`src/design/ils_pkg.sv`:
```
`default_nettype none
// ----------------------------------------------------------------------------
// ils_pkg: shared types for the indexed list store
// Item and result structs, action and status codes, and the command that
// the sequencer broadcasts to the row of storage cells.
// ----------------------------------------------------------------------------
package ils_pkg;

  localparam int DATA_W       = 32;
  localparam int INDEX_W      = 8;
  localparam int COUNT_W      = 9;
  localparam int DEF_CAPACITY = 256;
  // Position width covers the largest supported capacity (4096 entries).
  localparam int POS_W        = 12;
  // Cells per group in the first stage of the read OR tree.
  localparam int GRP_SIZE     = 16;

  typedef enum logic [2:0] {
    ACT_APPEND = 3'd0,
    ACT_READ   = 3'd1,
    ACT_WRITE  = 3'd2,
    ACT_REMOVE = 3'd3,
    ACT_INSERT = 3'd4,
    ACT_CLEAR  = 3'd5
  } action_t;

  typedef enum logic [1:0] {
    ST_OK    = 2'd0,
    ST_RANGE = 2'd1,
    ST_FULL  = 2'd2
  } status_t;

  typedef enum logic [1:0] {
    CELL_HOLD,
    CELL_WRITE,
    CELL_SHIFT_DN,
    CELL_SHIFT_UP
  } cell_op_t;

  typedef struct packed {
    logic [2:0]                action;
    logic [INDEX_W-1:0]        index;
    logic signed [DATA_W-1:0]  value;
  } in_item_t;

  typedef struct packed {
    logic signed [DATA_W-1:0]  read_value;
    logic [1:0]                status;
    logic [COUNT_W-1:0]        count;
    logic                      is_empty;
  } out_item_t;

  typedef struct packed {
    cell_op_t                  op;
    logic                      rd_en;
    logic [POS_W-1:0]          pos;
    logic [DATA_W-1:0]         value;
  } cell_cmd_t;

endpackage
`default_nettype wire

```
`src/design/ils_cell.sv`:
```
`default_nettype none
// ----------------------------------------------------------------------------
// ils_cell: one storage cell of the list
// Holds one entry; writes, takes its left or right neighbor's word on a
// shift, and drives its word onto the read tree when addressed.
// ----------------------------------------------------------------------------
module ils_cell
  import ils_pkg::*;
#(
  parameter int IDX = 0
) (
  input  wire logic              clk,
  input  wire cell_cmd_t         cmd,
  input  wire logic [DATA_W-1:0] left_q,
  input  wire logic [DATA_W-1:0] right_q,
  output logic [DATA_W-1:0]      data_q,
  output logic [DATA_W-1:0]      rd_q
);

  localparam logic [POS_W-1:0] MY_POS = POS_W'(IDX);

  logic [DATA_W-1:0] data_r;
  logic [DATA_W-1:0] data_nxt;
  logic              at_pos;
  logic              above_pos;

  assign at_pos    = (cmd.pos == MY_POS);
  assign above_pos = (MY_POS > cmd.pos);

  always_comb begin
    data_nxt = data_r;
    unique case (cmd.op)
      CELL_HOLD: begin
        data_nxt = data_r;
      end
      CELL_WRITE: begin
        if (at_pos) data_nxt = cmd.value;
      end
      // close the gap: every cell from the position up takes its right word
      CELL_SHIFT_DN: begin
        if (at_pos || above_pos) data_nxt = right_q;
      end
      // open a slot: cells above the position take their left word, the cell at it takes the value
      CELL_SHIFT_UP: begin
        if (above_pos)   data_nxt = left_q;
        else if (at_pos) data_nxt = cmd.value;
      end
      default: data_nxt = data_r;
    endcase
  end

  always_ff @(posedge clk) begin
    data_r <= data_nxt;
  end

  assign data_q = data_r;
  assign rd_q   = (cmd.rd_en && at_pos) ? data_r : '0;

endmodule
`default_nettype wire

```
`config.mk`:
```
export PLATFORM = sky130hd
export DESIGN_NAME = ils_cell
export DESIGN_NICKNAME = d
export VERILOG_FILES = /design/src/design/ils_pkg.sv /design/src/design/ils_cell.sv
export SDC_FILE = /design/constraint.sdc
export NUM_CORES = 1
export LEC_CHECK = 0
export ABC_AREA = 1
export BUFFER_PORTS_ARGS = -buffer_cell sky130_fd_sc_hd__buf_4
export CAP_MARGIN = 20
export CORE_MARGIN = 5
export CORE_UTILIZATION = 40
export CTS_CLUSTER_SIZE = 8
export DETAILED_ROUTE_END_ITERATION = 16
export PLACE_DENSITY_LB_ADDON = 0.1
export RECOVER_POWER = 50
export SLEW_MARGIN = 20
export SYNTH_ARGS = -nofsm -noshare
export SYNTH_HDL_FRONTEND = slang
export SYNTH_SLANG_ARGS = --single-unit
```
`constraint.sdc`:
```
create_clock -name clk -period 3.83 [get_ports clk]
set_input_delay 0.766 -clock clk [delete_from_list [all_inputs] [get_ports clk]]
set_output_delay 0.766 -clock clk [all_outputs]
set_load 0.01 [all_outputs]
```
==> run summary, run 1 <==
Initial DRC count -> 79
Ys flop type -> edfxtp_1
Post-CTS Resized -> 0
Clk Latency, worst-skew pair -> 270 ps
Critical path depth -> 8
Final setup violation count -> 0
Die W -> 84.5 µm
Synth-to-layout area growth -> 47.1%
Die footprint -> 7130 µm²
Core Area -> 5440 µm²
Nets -> 571
Ys async rst share -> 0%
Buffers on Ports -> 143
Total CTS buffers -> 5
Reg2Reg Setup Slack -> 2820 ps
Leak pwr -> 1.85 nW
Starting Density -> 40.8%
Status -> completed
Yosys Warn Count -> 0
Max-Cap Viols -> 0
Slowest stage cell, crit path -> buf_4
Yosys cell types -> 15
Critical path startpoint category -> primary input
Critical path type -> in2out
Pwr dens -> 260 nW/µm²
Final slew viol count -> 0
Clk_skew -> 0 ps
Final hold vios -> 0
Max_slew headroom -> 30.3%
Most used routing layer -> met2
Total GRT Usage -> 19.4%
Top cells by area, synth -> edfxtp_1, nand2_1, nand3_1, inv_1, nor2_1
WP data required -> 3060 ps
Clk buf depth -> 2
Antenna diode count -> 0
Top Family by Delay on Critical Path -> simple AND/OR/NAND/NOR gates
Setup bufs post-CTS -> 0
Max stage delay on crit path -> 350 ps
Net Count, Synth -> 435
Most frequent CP cell -> buf_4
Min-Delay Startpoint -> data_q[31]
Worst-path clk slew -> 60 ps
H-tree depth -> 2
Row count -> 27
I/O Pins -> 176
Top cell type's share of synthesized area -> 43.3%
Most frequent cell after synthesis -> nand2_1
Synth Area per Inst -> 6.86 µm²
Cts hold-fix bufs -> 0
Post-synth EDFFs -> 32
Min Tclk post-route -> 2930 ps
Vias -> 2425
CTS tree -> built
Final worst-path cycle share -> 76.6%
Unrepaired setup endpoints after global routing -> false
CP arrival -> 2170 ps
GP Congestion -> 0.756
Initial antenna violation count -> 0
Met3 usage -> 5.50%
Setup TNS Final -> 0 ps
Critical path buffer and inverter count -> 3
Cell taking the most area after synthesis -> edfxtp_1
Share of post-route cells with drive strength above 1 -> 27.6%
GRT overflow -> 0
Register bit total from synthesis -> 32
FF-to-FF End -> data_q[30]
Initial DRT Pass Iterations -> 5
Vias in the first global route -> 2421
End of the worst hold path -> data_q[31]
Post-Syn Area -> 2220 µm²
Max Fanout on Critical Path -> 17
Max reg flops -> 32
M1 GR Usage -> 22.6%
Global-route wire length before repair -> 11300 µm
Clk sink count -> 32
Routed vias/inst -> 4.58
Sequential area share after synthesis -> 43.3%
Worst r2r src -> data_q[30]
Synth cell count leaders -> nand2_1, inv_1, nand3_1, nor2_1, edfxtp_1
Pwr Total -> 0.849 mW
Worst-Margin Slew -> 1040 ps
Post-route ant nets -> 0
Largest net degree at the start of global routing -> 34
Fmax -> 341 MHz
GR Util met2 -> 34.0%
Max VDD drop -> 0.144 mV
Synth Instances -> 323
DRC -> 0
Die Y-Extent -> 84.5 µm
Wirelength per Cell -> 13.4 µm
Root Driver -> clkbuf_8
Critical Path, Cell by Cell -> buf_4, nor2_1, nand2_1, nor2_8, nand3_2, buf_4, nor2_1, buf_4
Final WL -> 7080 µm
Min-Delay Path Depth -> 4
Worst Reg2Reg Path Length in Cells -> 4
Hold Crit Class -> reg2reg
Hpwl dp -> 4970 µm
CP endpoint kind -> primary output
area by class of cell:
type | count | area [µm²]
Timing Repair Buffer | 148 | 991
Tap cell | 72 | 90.1
Fill cell | 552 | 2180
Clock buffer | 5 | 68.8
Sequential cell | 32 | 961
Inverter | 66 | 248
Multi-Input combinational cell | 206 | 903
how the worst max path moves through the flow:
stage	start	end	slack, ps
6_report	cmd[38]	rd_q[25]	900
5_1_grt	cmd[38]	rd_q[24]	780
4_1_cts	cmd[38]	rd_q[25]	870
3_5_place_dp	cmd[38]	data_q[23]	740
3_3_place_gp	cmd[34]	data_q[18]	730
2_1_floorplan	cmd[34]	data_q[0]	520
logic make-up after synthesis:
group                  after synthesis  synth area share (%)
and+or+nand+nor                    205                  39.9
AOI/OAI and AO/OA                    1                 0.339
DFF                                 32                  43.3
buffers and inverters               85                  16.4
tightest hold or removal path, stage by stage, from the launching register on:
cell and delay, ps:
edfxtp_1 340, inv_1 50, nand2_1 60, nand3_1 60
nand2_1 50
through the flow:
stage	std cells	instance area, µm²	setup WS, ps	utilization, %	hold slack (ps)
after floorplan	323	2220	519	-	696
after global placement	524	3320	728	61.0	641
after detailed placement	524	3320	739	61.0	644
after CTS	529	3380	874	62.2	661
after global routing	529	3260	783	60.0	707
final	529	3260	897	60.0	653
placed cells by master, fill, tap and decap left out, drive strengths merged:
| cell | netlist | routed |
|---|---|---|
| buf | 15 | 115 |
| clkbuf | 4 | 38 |
| o21bai | 1 | 1 |
| nor2 | 40 | 40 |
| nand2 | 99 | 99 |
| edfxtp | 32 | 32 |
| inv | 66 | 65 |
| clkinv | 0 | 1 |
| and2 | 1 | 1 |
| nand3 | 65 | 65 |
power breakdown:
| part | switching, mW | leakage, nW | internal, mW |
|---|---|---|---|
| clock network | 0.109 | 0.0359 | 0.117 |
| logic | 0.0982 | 1.50 | 0.0900 |
| registers | 0.0133 | 0.317 | 0.421 |
| total | 0.220 | 1.85 | 0.628 |
metal layers:
| metal | share of wire, % | vias to the layer above |
|---|---|---|
| li1 | - | 1252 |
| met1 | 40 | 1043 |
| met2 | 48 | 116 |
| met3 | 9.9 | 14 |
| met4 | 2.0 | 0 |
| met5 | 0 | - |
Note: power is estimated with default switching activity, not from simulation.
==> run 2: changes to the inputs <==
==> constraint.sdc (replaced) <==
create_clock -name clk -period 2.94 [get_ports clk]
set_input_delay 0.588 -clock clk [delete_from_list [all_inputs] [get_ports clk]]
set_output_delay 0.588 -clock clk [all_outputs]
set_load 0.01 [all_outputs]
==> run summary, run 2 (synthesized netlist as in run 1, its figures left out) <==
CP arrival -> 2430 ps
Share of post-route cells with drive strength above 1 -> 28.0%
Critical path startpoint category -> primary input
Wirelength per Cell -> 13.1 µm
Max reg flops -> 32
Vias -> 2424
I/O Pins -> 176
Vias in the first global route -> 2394
Total CTS buffers -> 5
Fmax -> 399 MHz
Hpwl dp -> 5120 µm
Die Y-Extent -> 84.5 µm
Nets -> 576
Critical path type -> in2reg
Leak pwr -> 1.88 nW
Global-route wire length before repair -> 11000 µm
Finished Layout Cells -> 537
Clk_skew -> 0 ps
Unrepaired setup endpoints after global routing -> false
CTS tree -> built
Max Fanout on Critical Path -> 21
Core Area -> 5440 µm²
DRC -> 0
Post-CTS Resized -> 0
Hold Crit Class -> in2reg
Most common cell after layout, fill and taps aside -> buf_4
Cts hold-fix bufs -> 0
Min Tclk post-route -> 2510 ps
Die footprint -> 7130 µm²
Commonest non-fill, non-tap cells in the layout -> buf_4, nand2_1, inv_1
Final hold vios -> 0
Buffers on Ports -> 143
Max_slew headroom -> 53.2%
Die W -> 84.5 µm
Clk sink count -> 32
Fill count -> 564
Worst-path clk slew -> 70 ps
GP Congestion -> 0.771
Post-route ant nets -> 0
Routed vias/inst -> 4.51
Clk Latency, worst-skew pair -> 270 ps
WP data required -> 2870 ps
Status -> completed
Final worst-path cycle share -> 85.2%
Row count -> 27
Antenna diode count -> 0
Max-Cap Viols -> 0
Pwr dens -> 342 nW/µm²
Largest net degree at the start of global routing -> 33
Root Driver -> clkbuf_8
Placed Cells -> 529
Setup bufs post-CTS -> 0
Final setup violation count -> 0
Initial antenna violation count -> 0
Clk buf depth -> 2
Hold WS -> 582 ps
FF/Latch Area -> 961 µm²
Final slew viol count -> 0
Combined area of the multi-input logic cells -> 896 µm²
Worst-Margin Slew -> 701 ps
Pre-CTS setup slack -> 517 ps
GRT overflow -> 0
CP endpoint kind -> flop
Initial DRT Pass Iterations -> 6
Total GRT Usage -> 19.0%
Final WL -> 7040 µm
H-tree depth -> 2
Max VDD drop -> 0.168 mV
Synth-to-layout area growth -> 48.7%
Starting Density -> 40.8%
Initial DRC count -> 104
Final setup margin -> 434 ps
Setup TNS Final -> 0 ps
Reg2Reg Setup Slack -> 2020 ps
-- run 2: cell type report --
class / instances / area share, %
Timing Repair Buffer: 153 / 31.0
Clock inverter: 1 / 0.114
Multi-Input combinational cell: 206 / 27.2
Inverter: 66 / 7.51
Sequential cell: 32 / 29.1
Clock buffer: 7 / 2.31
Tap cell: 72 / 2.73
-- run 2: power by group --
group          switching [mW]  internal (mW)
registers              0.0168          0.549
clock network           0.152          0.165
logic                   0.128          0.118
total                   0.297          0.832
-- run 2: path summary, 6_finish.rpt --
kind	startpoint	end	cells past startpoint
setup reg to reg	data_q[14]	data_q[14]	4
hold / removal	right_q[16]	data_q[16]	3
hold reg to reg	data_q[28]	data_q[28]	4
setup / recovery	cmd[32]	data_q[26]	8
-- run 2: stage by stage --
step	instance area, µm²	total power [mW]	util, %
after floorplan	2220	0.693	-
after global placement	3350	0.846	61.7
after detailed placement	3350	0.853	61.7
after CTS	3430	1.17	63.1
after global routing	3300	1.19	60.6
final	3300	1.13	60.6
-- run 2: layer usage --
layer	share of wire (%)	GRT usage, %	routed length (µm)	vias up
met5	0	0	0	-
met4	0.54	4.60	38	0
met3	8.9	5.59	630	4
met2	51	33.9	3560	96
met1	40	22.6	2810	1060
li1	-	-	-	1264
-- run 2: worst max-delay path: stages --
cell and delay, ps:
clkbuf_4 110, nor2_1 90, nand2_1 130, nor2_8 320, clkbuf_1 580, nand2_4 70
o21bai_2 150, clkbuf_2 380
==> run 3: changes to the inputs <==
--- a/config.mk
+++ b/config.mk
@@ -6,12 +6,13 @@
 export NUM_CORES = 1
 export LEC_CHECK = 0
 export ABC_AREA = 1
-export BUFFER_PORTS_ARGS = -buffer_cell sky130_fd_sc_hd__buf_4
+export BUFFER_PORTS_ARGS = -buffer_cell sky130_fd_sc_hd__clkbuf_2
 export CAP_MARGIN = 20
 export CORE_MARGIN = 5
 export CORE_UTILIZATION = 40
 export CTS_CLUSTER_SIZE = 8
 export DETAILED_ROUTE_END_ITERATION = 16
+export HOLD_SLACK_MARGIN = 0.1
 export PLACE_DENSITY_LB_ADDON = 0.1
 export RECOVER_POWER = 50
 export SLEW_MARGIN = 20
==> constraint.sdc (replaced) <==
create_clock -name clk -period 2.94 [get_ports clk]
set_input_delay 0.147 -clock clk [delete_from_list [all_inputs] [get_ports clk]]
set_output_delay 0.147 -clock clk [all_outputs]
set_load 0.01 [all_outputs]
==> run summary, run 3 (synthesized netlist as in run 1, its figures left out) <==
DRC -> 0
Min Tclk post-route -> 2240 ps
Max reg flops -> 32
Min-Delay Startpoint -> right_q[18]
Initial antenna violation count -> 0
Most common cell after layout, fill and taps aside -> clkbuf_2
Clk_skew -> 0 ps
Critical Path, Cell by Cell -> clkbuf_2, nor2_1, and2_0, buf_4, nand2_4, o21bai_1, buf_12
FF/Latch Area -> 961 µm²
Critical path startpoint category -> primary input
Vias in the first global route -> 2364
Setup TNS Final -> 0 ps
Unrepaired setup endpoints after global routing -> false
CP endpoint kind -> flop
Slowest stage cell, crit path -> o21bai_1
Pwr dens -> 366 nW/µm²
Status -> completed
Synth-to-layout area growth -> 35.5%
Antenna diode count -> 0
Buffers on Ports -> 143
Hpwl dp -> 4670 µm
Largest net degree at the start of global routing -> 35
Final setup violation count -> 0
Commonest non-fill, non-tap cells in the layout -> clkbuf_2, nand2_1, inv_1
Max_slew headroom -> 8.61%
GP Congestion -> 0.782
H-tree depth -> 2
Clk buf depth -> 2
Post-route ant nets -> 0
Max-Cap Viols -> 0
Share of post-route cells with drive strength above 1 -> 27.8%
Pre-CTS setup slack -> 1070 ps
Final setup margin -> 703 ps
Worst-Margin Slew -> 1370 ps
Setup bufs post-CTS -> 0
Final worst-path cycle share -> 76.1%
I/O Pins -> 176
Critical Path Start -> cmd[43]
Max VDD drop -> 0.192 mV
Routed vias/inst -> 4.55
Starting Density -> 40.8%
Die footprint -> 7130 µm²
Vias -> 2419
Critical path type -> in2reg
Worst-path clk slew -> 70 ps
Core Area -> 5440 µm²
GRT overflow -> 0
Total GRT Usage -> 18.7%
Clk Latency, worst-skew pair -> 270 ps
Hold WS -> 141 ps
Die W -> 84.5 µm
Max stage delay on crit path -> 1050 ps
Total CTS buffers -> 5
Fmax -> 447 MHz
Worst r2r src -> data_q[1]
Final hold vios -> 0
Row count -> 27
Final WL -> 6680 µm
WP data required -> 2920 ps
Initial DRC count -> 131
Root Driver -> clkbuf_8
Fill count -> 594
Hold Crit Class -> in2reg
Cts hold-fix bufs -> 0
Initial DRT Pass Iterations -> 6
Final core occ -> 55.2%
Global-route wire length before repair -> 10900 µm
Nets -> 572
CP arrival -> 2220 ps
Max Fanout on Critical Path -> 34
Leak pwr -> 1.78 nW
Combined area of the multi-input logic cells -> 895 µm²
CTS tree -> built
Wirelength per Cell -> 12.5 µm
Final slew viol count -> 0
Die Y-Extent -> 84.5 µm
Post-CTS Resized -> 0
Clk sink count -> 32
run 3: cell count changes in the layout (fill, tap and decap cells not counted), sizes merged:
cell and change:
buf -112, clkbuf +107, clkinv +1, inv -1
run 3: stage by stage:
stage	power (mW)	instances	cell area, µm²
after detailed placement	0.804	525	2980
final	1.10	532	3000
after global routing	1.16	532	3000
after CTS	1.12	532	3060
after global placement	0.800	525	2980
after floorplan	0.693	323	2220
run 3: worst paths after layout:
check,endpoint,slack (ps),cells past startpoint
setup / recovery,data_q[5],700,7
hold reg to reg,data_q[18],660,4
hold / removal,data_q[18],140,3
setup reg to reg,data_q[1],1970,4
run 3: power breakdown:
group / leakage (nW) / switching [mW] / total [mW] / internal, mW
registers: 0.317 / 0.0183 / 0.567 / 0.549
clock network: 0.0410 / 0.154 / 0.315 / 0.161
logic: 1.43 / 0.126 / 0.216 / 0.0898
total: 1.78 / 0.299 / 1.10 / 0.800
run 3: per-layer routing:
layer	up-vias	track usage, %	share of wire (%)
met5	-	0	0
met4	0	5.76	1.7
met3	11	4.22	7.6
met2	94	32.0	48
met1	1058	23.5	43
li1	1256	-	-
run 3: area by class of cell:
type	count	area share [%]
inverter	66	8.25
timing repair buffer	149	24.4
sequential	32	32.0
tap	72	3.00
clock buffer	6	2.42
multi-input combinational	206	29.8
clock inverter	1	0.167
run 3: critical path, delay by kind of cell:
family / cells / cell delay, ps
simple gates: 3 / 300
compound gates: 1 / 1050
buf+inv: 3 / 710
